`config.mk`:
```
export PLATFORM = sky130hd
export DESIGN_NAME = cfa_rule_table_engine
export DESIGN_NICKNAME = d
export VERILOG_FILES = /design/src/hw/rtl/cfa_pkg.sv /design/src/hw/rtl/cfa_fifo.sv /design/src/hw/rtl/cfa_front.sv /design/src/hw/rtl/cfa_back.sv /design/src/hw/rtl/cfa_rule_table_engine.sv
export SDC_FILE = /design/constraint.sdc
export NUM_CORES = 2
export LEC_CHECK = 0
export BUFFER_PORTS_ARGS = -buffer_cell sky130_fd_sc_hd__buf_2
export CAP_MARGIN = 10
export CORE_MARGIN = 2
export CORE_UTILIZATION = 60
export CTS_CLUSTER_DIAMETER = 120
export DETAILED_ROUTE_END_ITERATION = 6
export PLACE_DENSITY = 0.77
export SYNTH_ARGS = -nofsm -noshare
export SYNTH_HDL_FRONTEND = slang
export SYNTH_SLANG_ARGS = --single-unit
```
`constraint.sdc`:
```
create_clock -name clk_i -period 11.2 [get_ports clk_i]
set_input_delay 1.12 -clock clk_i [delete_from_list [all_inputs] [get_ports clk_i]]
set_output_delay 1.12 -clock clk_i [all_outputs]
set_load 0.02 [all_outputs]
```
`src/hw/rtl/cfa_pkg.sv`:
```
`timescale 1ns / 1ps
`default_nettype none
// ----------------------------------------------------------------------------
// cfa_pkg
// Shared types and codes of the call-frame rule table engine: request and
// result layouts, opcodes, rule kinds, configuration indexes and states.
// ----------------------------------------------------------------------------
package cfa_pkg;

  // opcodes of an input request, values match the cmd field
  typedef enum logic [3:0] {
    OP_SET_LOC       = 4'd0,
    OP_ADVANCE       = 4'd1,
    OP_OFFSET        = 4'd2,
    OP_REGISTER      = 4'd3,
    OP_DEF_FRAME     = 4'd4,
    OP_DEF_FRAME_REG = 4'd5,
    OP_DEF_FRAME_OFF = 4'd6,
    OP_FIXUP         = 4'd7,
    OP_FIXUP_PTR     = 4'd8,
    OP_NOP           = 4'd9,
    OP_BEGIN         = 4'd10,
    OP_BAD           = 4'd11
  } cfa_op_e;

  // highest cmd code that names a real opcode
  localparam logic [3:0] CMD_LAST = 4'd10;

  // rule kinds kept in a table entry
  typedef enum logic [2:0] {
    KIND_UNDEF     = 3'd0,
    KIND_OFFSET    = 3'd1,
    KIND_REGISTER  = 3'd2,
    KIND_FRAME     = 3'd3,
    KIND_FIXUP     = 3'd4,
    KIND_FIXUP_PTR = 3'd5
  } cfa_kind_e;

  // configuration register indexes
  localparam logic [1:0] CFG_START_LOC = 2'd0;
  localparam logic [1:0] CFG_STOP_LOC  = 2'd1;
  localparam logic [1:0] CFG_STOP_EN   = 2'd2;

  // back end sequencer states
  typedef enum logic {
    BK_READ,
    BK_EXEC
  } cfa_bstate_e;

  // input request
  typedef struct packed {
    logic [3:0]         cmd;
    logic [4:0]         target_reg;
    logic [4:0]         source_reg;
    logic [31:0]        amount;
    logic signed [31:0] rule_offset;
    logic [15:0]        fixup_index;
  } cfa_in_t;

  // result
  typedef struct packed {
    logic [31:0]        location;
    logic               stopped;
    logic               error;
    logic               entry_is_frame;
    logic [4:0]         entry_reg;
    logic [2:0]         entry_kind;
    logic [4:0]         entry_source_reg;
    logic signed [31:0] entry_offset;
    logic [15:0]        entry_index;
    logic               entry_valid;
  } cfa_res_t;

  // one rule table entry
  typedef struct packed {
    cfa_kind_e          kind;
    logic [4:0]         src;
    logic signed [31:0] offset;
    logic [15:0]        index;
  } cfa_entry_t;

  // classified request handed from front to back
  typedef struct packed {
    cfa_op_e            op;
    logic               touches;
    logic               is_frame;
    logic [4:0]         target_reg;
    logic [4:0]         source_reg;
    logic [31:0]        amount;
    logic signed [31:0] rule_offset;
    logic [15:0]        fixup_index;
  } cfa_cmd_t;

  // configuration seen by the back end
  typedef struct packed {
    logic [31:0] start_location;
    logic [31:0] stop_location;
    logic        stop_enable;
  } cfa_cfg_t;

endpackage
`default_nettype wire

```
`src/hw/rtl/cfa_fifo.sv`:
```
`timescale 1ns / 1ps
`default_nettype none
// ----------------------------------------------------------------------------
// cfa_fifo
// Two-entry queue of DW-bit words with full and empty flags.
// ----------------------------------------------------------------------------
module cfa_fifo #(
  parameter int unsigned DW = 8
) (
  input  wire logic          clk_i,
  input  wire logic          rst_ni,
  input  wire logic          push_i,
  input  wire logic [DW-1:0] data_i,
  output logic               full_o,
  input  wire logic          pop_i,
  output logic [DW-1:0]      data_o,
  output logic               empty_o
);

  logic [DW-1:0] slot_q [2];
  logic          wr_ptr_q;
  logic          rd_ptr_q;
  logic [1:0]    cnt_q;
  logic          do_push;
  logic          do_pop;

  assign full_o  = (cnt_q == 2'd2);
  assign empty_o = (cnt_q == 2'd0);
  assign do_push = push_i && !full_o;
  assign do_pop  = pop_i && !empty_o;
  assign data_o  = slot_q[rd_ptr_q];

  // pointers and fill count
  always_ff @(posedge clk_i or negedge rst_ni) begin
    if (!rst_ni) begin
      wr_ptr_q <= 1'b0;
      rd_ptr_q <= 1'b0;
      cnt_q    <= 2'd0;
    end else begin
      if (do_push) wr_ptr_q <= ~wr_ptr_q;
      if (do_pop) rd_ptr_q <= ~rd_ptr_q;
      if (do_push && !do_pop) begin
        cnt_q <= cnt_q + 2'd1;
      end else if (do_pop && !do_push) begin
        cnt_q <= cnt_q - 2'd1;
      end
    end
  end

  // storage
  always_ff @(posedge clk_i) begin
    if (do_push) slot_q[wr_ptr_q] <= data_i;
  end

endmodule
`default_nettype wire

```
`src/hw/rtl/cfa_front.sv`:
```
`timescale 1ns / 1ps
`default_nettype none
// ----------------------------------------------------------------------------
// cfa_front
// Takes input requests, decodes the opcode, works out which table entry a
// request touches and queues the classified request for the back end.
// ----------------------------------------------------------------------------
module cfa_front
  import cfa_pkg::*;
#(
  parameter int unsigned NUM_REGS = 32
) (
  input  wire logic    clk_i,
  input  wire logic    rst_ni,
  input  wire logic    push_i,
  input  wire cfa_in_t in_item_i,
  output logic         full_o,
  input  wire logic    q_pop_i,
  output cfa_cmd_t     q_cmd_o,
  output logic         q_empty_o
);

  localparam int unsigned AW = $clog2(NUM_REGS + 1);
  localparam int unsigned CW = (AW > 5) ? AW : 5;
  localparam int unsigned QW = $bits(cfa_cmd_t);

  cfa_cmd_t      cmd;
  logic          in_range;
  logic [QW-1:0] q_data;

  assign in_range = (CW'(in_item_i.target_reg) < CW'(NUM_REGS));

  // opcode decode and entry classification
  always_comb begin
    cmd             = '0;
    cmd.target_reg  = in_item_i.target_reg;
    cmd.source_reg  = in_item_i.source_reg;
    cmd.amount      = in_item_i.amount;
    cmd.rule_offset = in_item_i.rule_offset;
    cmd.fixup_index = in_item_i.fixup_index;
    if (in_item_i.cmd <= CMD_LAST) begin
      cmd.op = cfa_op_e'(in_item_i.cmd);
    end else begin
      cmd.op = OP_BAD;
    end
    unique case (cmd.op) inside
      OP_DEF_FRAME, OP_DEF_FRAME_REG, OP_DEF_FRAME_OFF: begin
        cmd.touches  = 1'b1;
        cmd.is_frame = 1'b1;
      end
      OP_OFFSET, OP_REGISTER, OP_FIXUP, OP_FIXUP_PTR: begin
        cmd.touches  = in_range;
        cmd.is_frame = 1'b0;
      end
      default: begin
        cmd.touches  = 1'b0;
        cmd.is_frame = 1'b0;
      end
    endcase
  end

  // request queue toward the back end
  cfa_fifo #(
    .DW (QW)
  ) u_cmd_q (
    .clk_i   (clk_i),
    .rst_ni  (rst_ni),
    .push_i  (push_i),
    .data_i  (cmd),
    .full_o  (full_o),
    .pop_i   (q_pop_i),
    .data_o  (q_data),
    .empty_o (q_empty_o)
  );

  assign q_cmd_o = cfa_cmd_t'(q_data);

endmodule
`default_nettype wire

```
`src/hw/rtl/cfa_back.sv`:
```
`timescale 1ns / 1ps
`default_nettype none
// ----------------------------------------------------------------------------
// cfa_back
// Executes classified requests: keeps location and stop flag, does the
// read-modify-write of the rule table memory and queues the results.
// ----------------------------------------------------------------------------
module cfa_back
  import cfa_pkg::*;
#(
  parameter int unsigned NUM_REGS = 32
) (
  input  wire logic     clk_i,
  input  wire logic     rst_ni,
  input  wire cfa_cfg_t cfg_i,
  input  wire logic     q_empty_i,
  input  wire cfa_cmd_t q_cmd_i,
  output logic          q_pop_o,
  output logic          res_empty_o,
  input  wire logic     res_pop_i,
  output cfa_res_t      res_item_o
);

  localparam int unsigned DEPTH = NUM_REGS + 1;
  localparam int unsigned AW    = $clog2(DEPTH);
  localparam int unsigned RW    = $bits(cfa_res_t);

  cfa_bstate_e      state_q, state_d;
  cfa_cmd_t         cmd_q;
  logic [AW-1:0]    addr_q;
  logic [AW-1:0]    rd_addr;
  cfa_entry_t       mem [DEPTH];
  cfa_entry_t       rd_q;
  logic [DEPTH-1:0] valid_q;
  logic [31:0]      loc_q, loc_d;
  logic             stop_q, stop_d;
  cfa_entry_t       cur_entry;
  cfa_entry_t       new_entry;
  logic             ignore;
  logic             mem_we;
  logic             res_push;
  logic             res_full;
  cfa_res_t         res;
  logic [RW-1:0]    res_data;

  // entry address of the request at the head of the queue
  assign rd_addr = q_cmd_i.is_frame ? AW'(NUM_REGS) : AW'(q_cmd_i.target_reg);

  // sequencer: read the entry, then update it and report
  always_comb begin
    state_d  = state_q;
    q_pop_o  = 1'b0;
    res_push = 1'b0;
    unique case (state_q)
      BK_READ: begin
        if (!q_empty_i && !res_full) begin
          q_pop_o = 1'b1;
          state_d = BK_EXEC;
        end
      end
      BK_EXEC: begin
        res_push = 1'b1;
        state_d  = BK_READ;
      end
      default: state_d = BK_READ;
    endcase
  end

  always_ff @(posedge clk_i or negedge rst_ni) begin
    if (!rst_ni) begin
      state_q <= BK_READ;
    end else begin
      state_q <= state_d;
    end
  end

  // latch the popped request
  always_ff @(posedge clk_i) begin
    if (q_pop_o) begin
      cmd_q  <= q_cmd_i;
      addr_q <= rd_addr;
    end
  end

  // entry merge, location move and stop check
  always_comb begin
    ignore    = stop_q && (cmd_q.op != OP_BEGIN);
    cur_entry = valid_q[addr_q] ? rd_q : '0;
    new_entry = cur_entry;
    loc_d     = loc_q;
    stop_d    = stop_q;
    case (cmd_q.op) inside
      OP_OFFSET: begin
        new_entry.kind   = KIND_OFFSET;
        new_entry.offset = cmd_q.rule_offset;
      end
      OP_REGISTER: begin
        new_entry.kind = KIND_REGISTER;
        new_entry.src  = cmd_q.source_reg;
      end
      OP_FIXUP, OP_FIXUP_PTR: begin
        new_entry.kind  = (cmd_q.op == OP_FIXUP) ? KIND_FIXUP : KIND_FIXUP_PTR;
        new_entry.src   = cmd_q.source_reg;
        new_entry.index = cmd_q.fixup_index;
      end
      OP_DEF_FRAME: begin
        new_entry.kind   = KIND_FRAME;
        new_entry.src    = cmd_q.target_reg;
        new_entry.offset = cmd_q.rule_offset;
      end
      OP_DEF_FRAME_REG: begin
        new_entry.kind = KIND_FRAME;
        new_entry.src  = cmd_q.target_reg;
      end
      OP_DEF_FRAME_OFF: begin
        new_entry.kind   = KIND_FRAME;
        new_entry.offset = signed'(cmd_q.amount);
      end
      default: new_entry = cur_entry;
    endcase
    if (cmd_q.op == OP_BEGIN) begin
      loc_d  = cfg_i.start_location;
      stop_d = 1'b0;
    end else if (!ignore && (cmd_q.op == OP_SET_LOC || cmd_q.op == OP_ADVANCE)) begin
      loc_d = (cmd_q.op == OP_SET_LOC) ? cmd_q.amount : loc_q + cmd_q.amount;
      if (cfg_i.stop_enable && (loc_d > cfg_i.stop_location)) stop_d = 1'b1;
    end
    mem_we = (state_q == BK_EXEC) && !ignore && cmd_q.touches;

    res                  = '0;
    res.location         = loc_d;
    res.stopped          = stop_d;
    res.error            = !ignore && (cmd_q.op == OP_BAD);
    if (!ignore && cmd_q.touches) begin
      res.entry_is_frame   = cmd_q.is_frame;
      res.entry_reg        = cmd_q.is_frame ? 5'd0 : cmd_q.target_reg;
      res.entry_kind       = new_entry.kind;
      res.entry_source_reg = new_entry.src;
      res.entry_offset     = new_entry.offset;
      res.entry_index      = new_entry.index;
      res.entry_valid      = 1'b1;
    end
  end

  // location, stop flag and entry valid bits
  always_ff @(posedge clk_i or negedge rst_ni) begin
    if (!rst_ni) begin
      loc_q   <= '0;
      stop_q  <= 1'b0;
      valid_q <= '0;
    end else if (state_q == BK_EXEC) begin
      loc_q  <= loc_d;
      stop_q <= stop_d;
      if (cmd_q.op == OP_BEGIN) begin
        valid_q <= '0;
      end else if (mem_we) begin
        valid_q[addr_q] <= 1'b1;
      end
    end
  end

  // rule table memory
  always_ff @(posedge clk_i) begin
    if (mem_we) mem[addr_q] <= new_entry;
    if (q_pop_o) rd_q <= mem[rd_addr];
  end

  // result queue
  cfa_fifo #(
    .DW (RW)
  ) u_res_q (
    .clk_i   (clk_i),
    .rst_ni  (rst_ni),
    .push_i  (res_push),
    .data_i  (res),
    .full_o  (res_full),
    .pop_i   (res_pop_i),
    .data_o  (res_data),
    .empty_o (res_empty_o)
  );

  assign res_item_o = cfa_res_t'(res_data);

endmodule
`default_nettype wire

```
`src/hw/rtl/cfa_rule_table_engine.sv`:
```
`timescale 1ns / 1ps
`default_nettype none
// ----------------------------------------------------------------------------
// cfa_rule_table_engine
// Call-frame instruction interpreter building a per-register rule table.
// ----------------------------------------------------------------------------
// Each request passes the execution unit in a read state, which fetches the
// touched entry from the rule table memory, and an execute state, which
// merges, writes it back and reports; a new request is taken only once the
// last one is reported. A two-entry request queue and a two-entry result
// queue let input and output stall independently; a request passes the
// request queue, both states and the result queue before its result appears.
// The table needs no clearing pass: per-entry valid bits are cleared by
// reset and by a begin request. Configuration writes are always ready and
// should only be issued while the block is idle.
module cfa_rule_table_engine
  import cfa_pkg::*;
#(
  parameter int unsigned NUM_REGS = 32
) (
  input  wire logic        clk_i,
  input  wire logic        rst_ni,
  input  wire logic        push,
  input  wire cfa_in_t     in_item_i,
  output logic             full,
  output logic             empty,
  input  wire logic        pop,
  output cfa_res_t         res_item_o,
  input  wire logic        cfg_valid_i,
  output logic             cfg_ready_o,
  input  wire logic [1:0]  cfg_index_i,
  input  wire logic [31:0] cfg_data_i
);

  cfa_cfg_t cfg_q;
  cfa_cmd_t q_cmd;
  logic     q_pop;
  logic     q_empty;

  assign cfg_ready_o = 1'b1;

  // configuration registers
  always_ff @(posedge clk_i or negedge rst_ni) begin
    if (!rst_ni) begin
      cfg_q <= '0;
    end else if (cfg_valid_i) begin
      unique case (cfg_index_i)
        CFG_START_LOC: cfg_q.start_location <= cfg_data_i;
        CFG_STOP_LOC:  cfg_q.stop_location  <= cfg_data_i;
        CFG_STOP_EN:   cfg_q.stop_enable    <= cfg_data_i[0];
        default: ;
      endcase
    end
  end

  // decode and request queue
  cfa_front #(
    .NUM_REGS (NUM_REGS)
  ) u_front (
    .clk_i     (clk_i),
    .rst_ni    (rst_ni),
    .push_i    (push),
    .in_item_i (in_item_i),
    .full_o    (full),
    .q_pop_i   (q_pop),
    .q_cmd_o   (q_cmd),
    .q_empty_o (q_empty)
  );

  // execution and result queue
  cfa_back #(
    .NUM_REGS (NUM_REGS)
  ) u_back (
    .clk_i       (clk_i),
    .rst_ni      (rst_ni),
    .cfg_i       (cfg_q),
    .q_empty_i   (q_empty),
    .q_cmd_i     (q_cmd),
    .q_pop_o     (q_pop),
    .res_empty_o (empty),
    .res_pop_i   (pop),
    .res_item_o  (res_item_o)
  );

endmodule
`default_nettype wire

```
==> impl_metrics.xml <==
<?xml version="1.0" encoding="UTF-8"?>
<metrics>
  <group name="timing">
    <metric name="final_hold_viol_count" unit="">0</metric>
    <metric name="slew_viol_final" unit="">0</metric>
    <metric name="final.min_clock_period" unit="ps">5710</metric>
    <metric name="peak_freq" unit="GHz">0.175</metric>
    <metric name="finalClockSkew" unit="ps">28.8</metric>
    <metric name="setup_viol" unit="">0</metric>
    <metric name="setup-tns-final" unit="ps">0</metric>
    <metric name="slew_headroom" unit="%">7.85</metric>
    <metric name="worstMarginPinSlew" unit="ps">1380</metric>
    <metric name="finalCritPeriodShare" unit="%">51.0</metric>
    <metric name="grt_setup_unrepaired" unit="">false</metric>
  </group>
  <group name="clock_tree">
    <metric name="clock_tree_sinks" unit="">2531</metric>
    <metric name="tritoncts" unit="">yes</metric>
    <metric name="cts_inserted_buffers" unit="">235</metric>
    <metric name="cts_hold_repair.buffers" unit="">0</metric>
    <metric name="max-clock-path-buffers" unit="">3</metric>
    <metric name="postCtsSetupRepairBufs" unit="">0</metric>
    <metric name="post_cts.resized_instances" unit="">0</metric>
    <metric name="cts-htree-levels" unit="">4</metric>
    <metric name="insertion_delay_of_the_later_clocked_pin_in_the_worst_skew_pair" unit="ps">880</metric>
    <metric name="clkTransAtPathRegs" unit="ps">60</metric>
    <metric name="cts.root.buffer_cell" unit="">sky130_fd_sc_hd__clkbuf_16</metric>
  </group>
  <group name="synthesis">
    <metric name="synthesis.instances" unit="">7403</metric>
    <metric name="synth.avg_cell_area" unit="um2">14.0</metric>
    <metric name="synthTopCellsByArea" unit="">sky130_fd_sc_hd__edfxtp_1, sky130_fd_sc_hd__nand2_1, sky130_fd_sc_hd__dfrtp_1, sky130_fd_sc_hd__mux2i_1, sky130_fd_sc_hd__a21oi_1</metric>
    <metric name="async_reset_ff_share" unit="%">5.53</metric>
    <metric name="synth.ff_latch_count" unit="">2531</metric>
    <metric name="synth_nets" unit="">7602</metric>
    <metric name="syn-cell-area" unit="um2">104000</metric>
    <metric name="yosys.area.top_type_share" unit="%">69.2</metric>
    <metric name="yosysSeqAreaShare" unit="%">72.6</metric>
    <metric name="ys.warnings.count" unit="">0</metric>
    <metric name="synthFlopType" unit="">sky130_fd_sc_hd__edfxtp_1</metric>
    <metric name="synth-edff-count" unit="">2391</metric>
    <metric name="yosys.cell_types.count" unit="">76</metric>
    <metric name="synth_top_cell_by_area" unit="">sky130_fd_sc_hd__edfxtp_1</metric>
  </group>
  <group name="worst_setup_path">
    <metric name="setup.worst_path.class" unit="">flip-flop to flip-flop</metric>
    <metric name="critical-path-top-delay-family" unit="">compound AO/OA/AOI/OAI gates</metric>
    <metric name="startpoint_type" unit="">flip-flop</metric>
    <metric name="cpMaxStageDelayCell" unit="">sky130_fd_sc_hd__o311ai_0</metric>
    <metric name="crit_path_most_repeated_cell" unit="">sky130_fd_sc_hd__buf_4</metric>
    <metric name="crit_path_end_kind" unit="">flip-flop</metric>
    <metric name="critical_path_depth" unit="">10</metric>
    <metric name="critical_path.n_buffers_inverters" unit="">3</metric>
    <metric name="slack_of_the_worst_reg_to_reg_path" unit="ps">5490</metric>
    <metric name="worstPathArrival" unit="ps">6340</metric>
    <metric name="r2r_cells" unit="">10</metric>
    <metric name="path_max_fanout" unit="">102</metric>
    <metric name="critical-path-max-stage-delay" unit="ps">1020</metric>
    <metric name="cp_cell_sequence" unit="">buf_4, nor2_1, a22oi_4, inv_8, buf_4, nand2_1, a21oi_1, o311ai_0, a311oi_1, a21o_1</metric>
    <metric name="required_time_worst_endpoint" unit="ps">11830</metric>
  </group>
  <group name="floorplan">
    <metric name="floorplan.rows" unit="">152</metric>
    <metric name="initial_core_util" unit="%">60.4</metric>
    <metric name="fp.dieW" unit="um">420</metric>
    <metric name="ioPinCount" unit="">233</metric>
    <metric name="die-area" unit="um2">176000</metric>
    <metric name="die_y" unit="um">420</metric>
    <metric name="core_region_area" unit="um2">172000</metric>
  </group>
  <group name="global_routing">
    <metric name="grtUsageTotal" unit="%">33.4</metric>
    <metric name="first_pass_grt_wire_length" unit="mm">431</metric>
    <metric name="total_congestion_overflow" unit="">0</metric>
    <metric name="grt_max_degree" unit="">146</metric>
    <metric name="grt_pass1_vias" unit="">65279</metric>
    <metric name="antenna_found_initial" unit="">9</metric>
  </group>
  <group name="layout">
    <metric name="mostFrequentLayoutCells" unit="">sky130_fd_sc_hd__edfxtp_1, sky130_fd_sc_hd__nand2_1, sky130_fd_sc_hd__a21oi_1, sky130_fd_sc_hd__o21ai_0, sky130_fd_sc_hd__mux2i_1</metric>
    <metric name="sequential_cell_area" unit="um2">75300</metric>
    <metric name="final_core_util" unit="%">67.1</metric>
    <metric name="post_route_cells_drive_above_1_share" unit="%">14.1</metric>
    <metric name="finalNetCount" unit="">7716</metric>
    <metric name="area_growth_syn_to_layout" unit="%">11.0</metric>
    <metric name="layout.cell_area.non_filler" unit="um2">115000</metric>
    <metric name="mostFrequentLayoutCell" unit="">sky130_fd_sc_hd__edfxtp_1</metric>
    <metric name="multiInputGateArea" unit="um2">26500</metric>
    <metric name="fill_cells" unit="">11433</metric>
  </group>
  <group name="placement">
    <metric name="placed_cell_area" unit="um2">107000</metric>
    <metric name="port-buffer-count" unit="">231</metric>
    <metric name="place_congestion" unit="">0.941</metric>
    <metric name="dp.final_hpwl" unit="mm">162</metric>
  </group>
  <group name="routing">
    <metric name="drt_pass1_iterations" unit="">7</metric>
    <metric name="wl" unit="mm">297</metric>
    <metric name="vias_per_cell" unit="">6.73</metric>
    <metric name="dr_total_vias" unit="">67457</metric>
    <metric name="route.detailed.drc" unit="">1</metric>
    <metric name="initialDrtViolationCount" unit="">10804</metric>
    <metric name="antenna_left" unit="">0</metric>
    <metric name="avgRoutedWirePerCell" unit="um">29.7</metric>
  </group>
  <group name="power">
    <metric name="power-per-cell-area" unit="nW/um2">301</metric>
    <metric name="design_power_total" unit="W">0.0346</metric>
    <metric name="power.leakage" unit="nW">39.6</metric>
    <metric name="irDropWorstVdd" unit="mV">0.312</metric>
  </group>
  <group name="flow_run">
    <metric name="cap_violations" unit="">0</metric>
  </group>
  <group name="worst_hold_path">
    <metric name="min-delay-path-class" unit="">input pin to asynchronous set/reset pin</metric>
  </group>
  <group name="run_status">
    <metric name="failing_checks" unit="">DRC</metric>
    <metric name="outcome" unit="">finished with violations</metric>
  </group>
</metrics>
==> where the power goes <==
group / total (W) / switching, W / internal (W)
clock network: 0.00801 / 0.00349 / 0.00453
registers: 0.0141 / 0.000886 / 0.0133
logic: 0.0125 / 0.00892 / 0.00354
==> cells in the mapped netlist (all sizes together), types with 19 or more instances <==
| library cell | count |
|---|---|
| inv | 63 |
| a221o | 36 |
| a22o | 32 |
| nor2 | 213 |
| clkbuf | 353 |
| nand2 | 1259 |
| o221ai | 68 |
| and3 | 34 |
| nand3 | 86 |
| o22ai | 28 |
| mux2 | 262 |
| ha | 65 |
| edfxtp | 2391 |
| a21oi | 616 |
| o311ai | 94 |
| o31ai | 35 |
| o211ai | 25 |
| a221oi | 19 |
| nor3 | 154 |
| o21ai | 462 |
| dfrtp | 140 |
| a311oi | 120 |
| mux2i | 334 |
| xnor2 | 22 |
| buf | 158 |
| a31oi | 27 |
| o21a | 39 |
| or3 | 39 |
| and2 | 20 |
| a21o | 75 |
==> per-layer routing <==
layer  part of all wire (%)  up-vias  GRT usage, %
met1                     36    33183          45.1
met3                     13      825          7.71
met5                 0.0094        -             0
met2                     46     5125          51.4
met4                    5.3        4          16.6
li1                       -    28320             -
==> state kept, by name, indices dropped and copies added (netlist names), 2 cells and up <==
register	count
u_back.valid_q	33
u_front.u_cmd_q.cnt_q	2
u_back.cmd_q	96
u_back.loc_q	32
u_front.u_cmd_q.slot_q	192
cfg_q	65
u_back.rd_q	56
u_back.u_res_q.cnt_q	2
u_back.mem	1848
u_back.addr_q	5
u_back.u_res_q.slot_q	194
==> metrics by stage <==
stage / instances / setup slack, ps / hold slack (ps)
after floorplan: 7403 / 2680 / 455
after global placement: 9588 / 5800 / 468
after detailed placement: 9589 / 5850 / 478
after CTS: 10018 / 5770 / 284
after global routing: 10020 / 5480 / 323
final: 10023 / 5490 / 282
==> worst reg2reg max path, cell delays in order, from the launching register on <==
cell                       delay [ps]
sky130_fd_sc_hd__dfrtp_4          670
sky130_fd_sc_hd__buf_4            600
sky130_fd_sc_hd__nor2_1           230
sky130_fd_sc_hd__a22oi_4          970
sky130_fd_sc_hd__inv_8            590
sky130_fd_sc_hd__buf_4            600
sky130_fd_sc_hd__nand2_1          240
sky130_fd_sc_hd__a21oi_1           90
sky130_fd_sc_hd__o311ai_0        1020
sky130_fd_sc_hd__a311oi_1         240
sky130_fd_sc_hd__a21o_1           210
==> cell families after synthesis <==
logic type               count (synthesis)  share of synthesized area [%]
AO/OA/AOI/OAI                         1725                           10.4
flip-flops                            2531                           72.6
multiplexers                           600                           6.16
AND/OR/NAND/NOR                       1869                           7.47
adder cells (fa/ha/maj)                 66                          0.803
buffers and inverters                  576                           2.29
other                                    1                        0.00362
XOR/XNOR                                35                          0.296
==> final timing paths <==
kind	endpoint	from
worst min register to register	u_back.valid_q[22]	u_back.valid_q[22]
worst min-delay path	u_back.u_res_q.rd_ptr_q	rst_ni
min in group clk_i	u_front.u_cmd_q.slot_q[0][86]	in_item_i[86]
worst max register to register	u_back.rd_q[55]	u_front.u_cmd_q.rd_ptr_q
max in group asynchronous	u_front.u_cmd_q.rd_ptr_q	rst_ni
worst max-delay path	u_back.rd_q[55]	u_front.u_cmd_q.rd_ptr_q
==> area by class of cell <==
type	instances	area share, %
Antenna cell	4	0.00869
Sequential cell	2531	65.4
Timing Repair Buffer	388	2.12
Clock buffer	289	5.38
Clock inverter	140	1.29
Multi-Input combinational cell	4296	23.0
Inverter	65	0.246
Tap cell	2310	2.51
No activity file was read; power rests on OpenSTA's default activity.
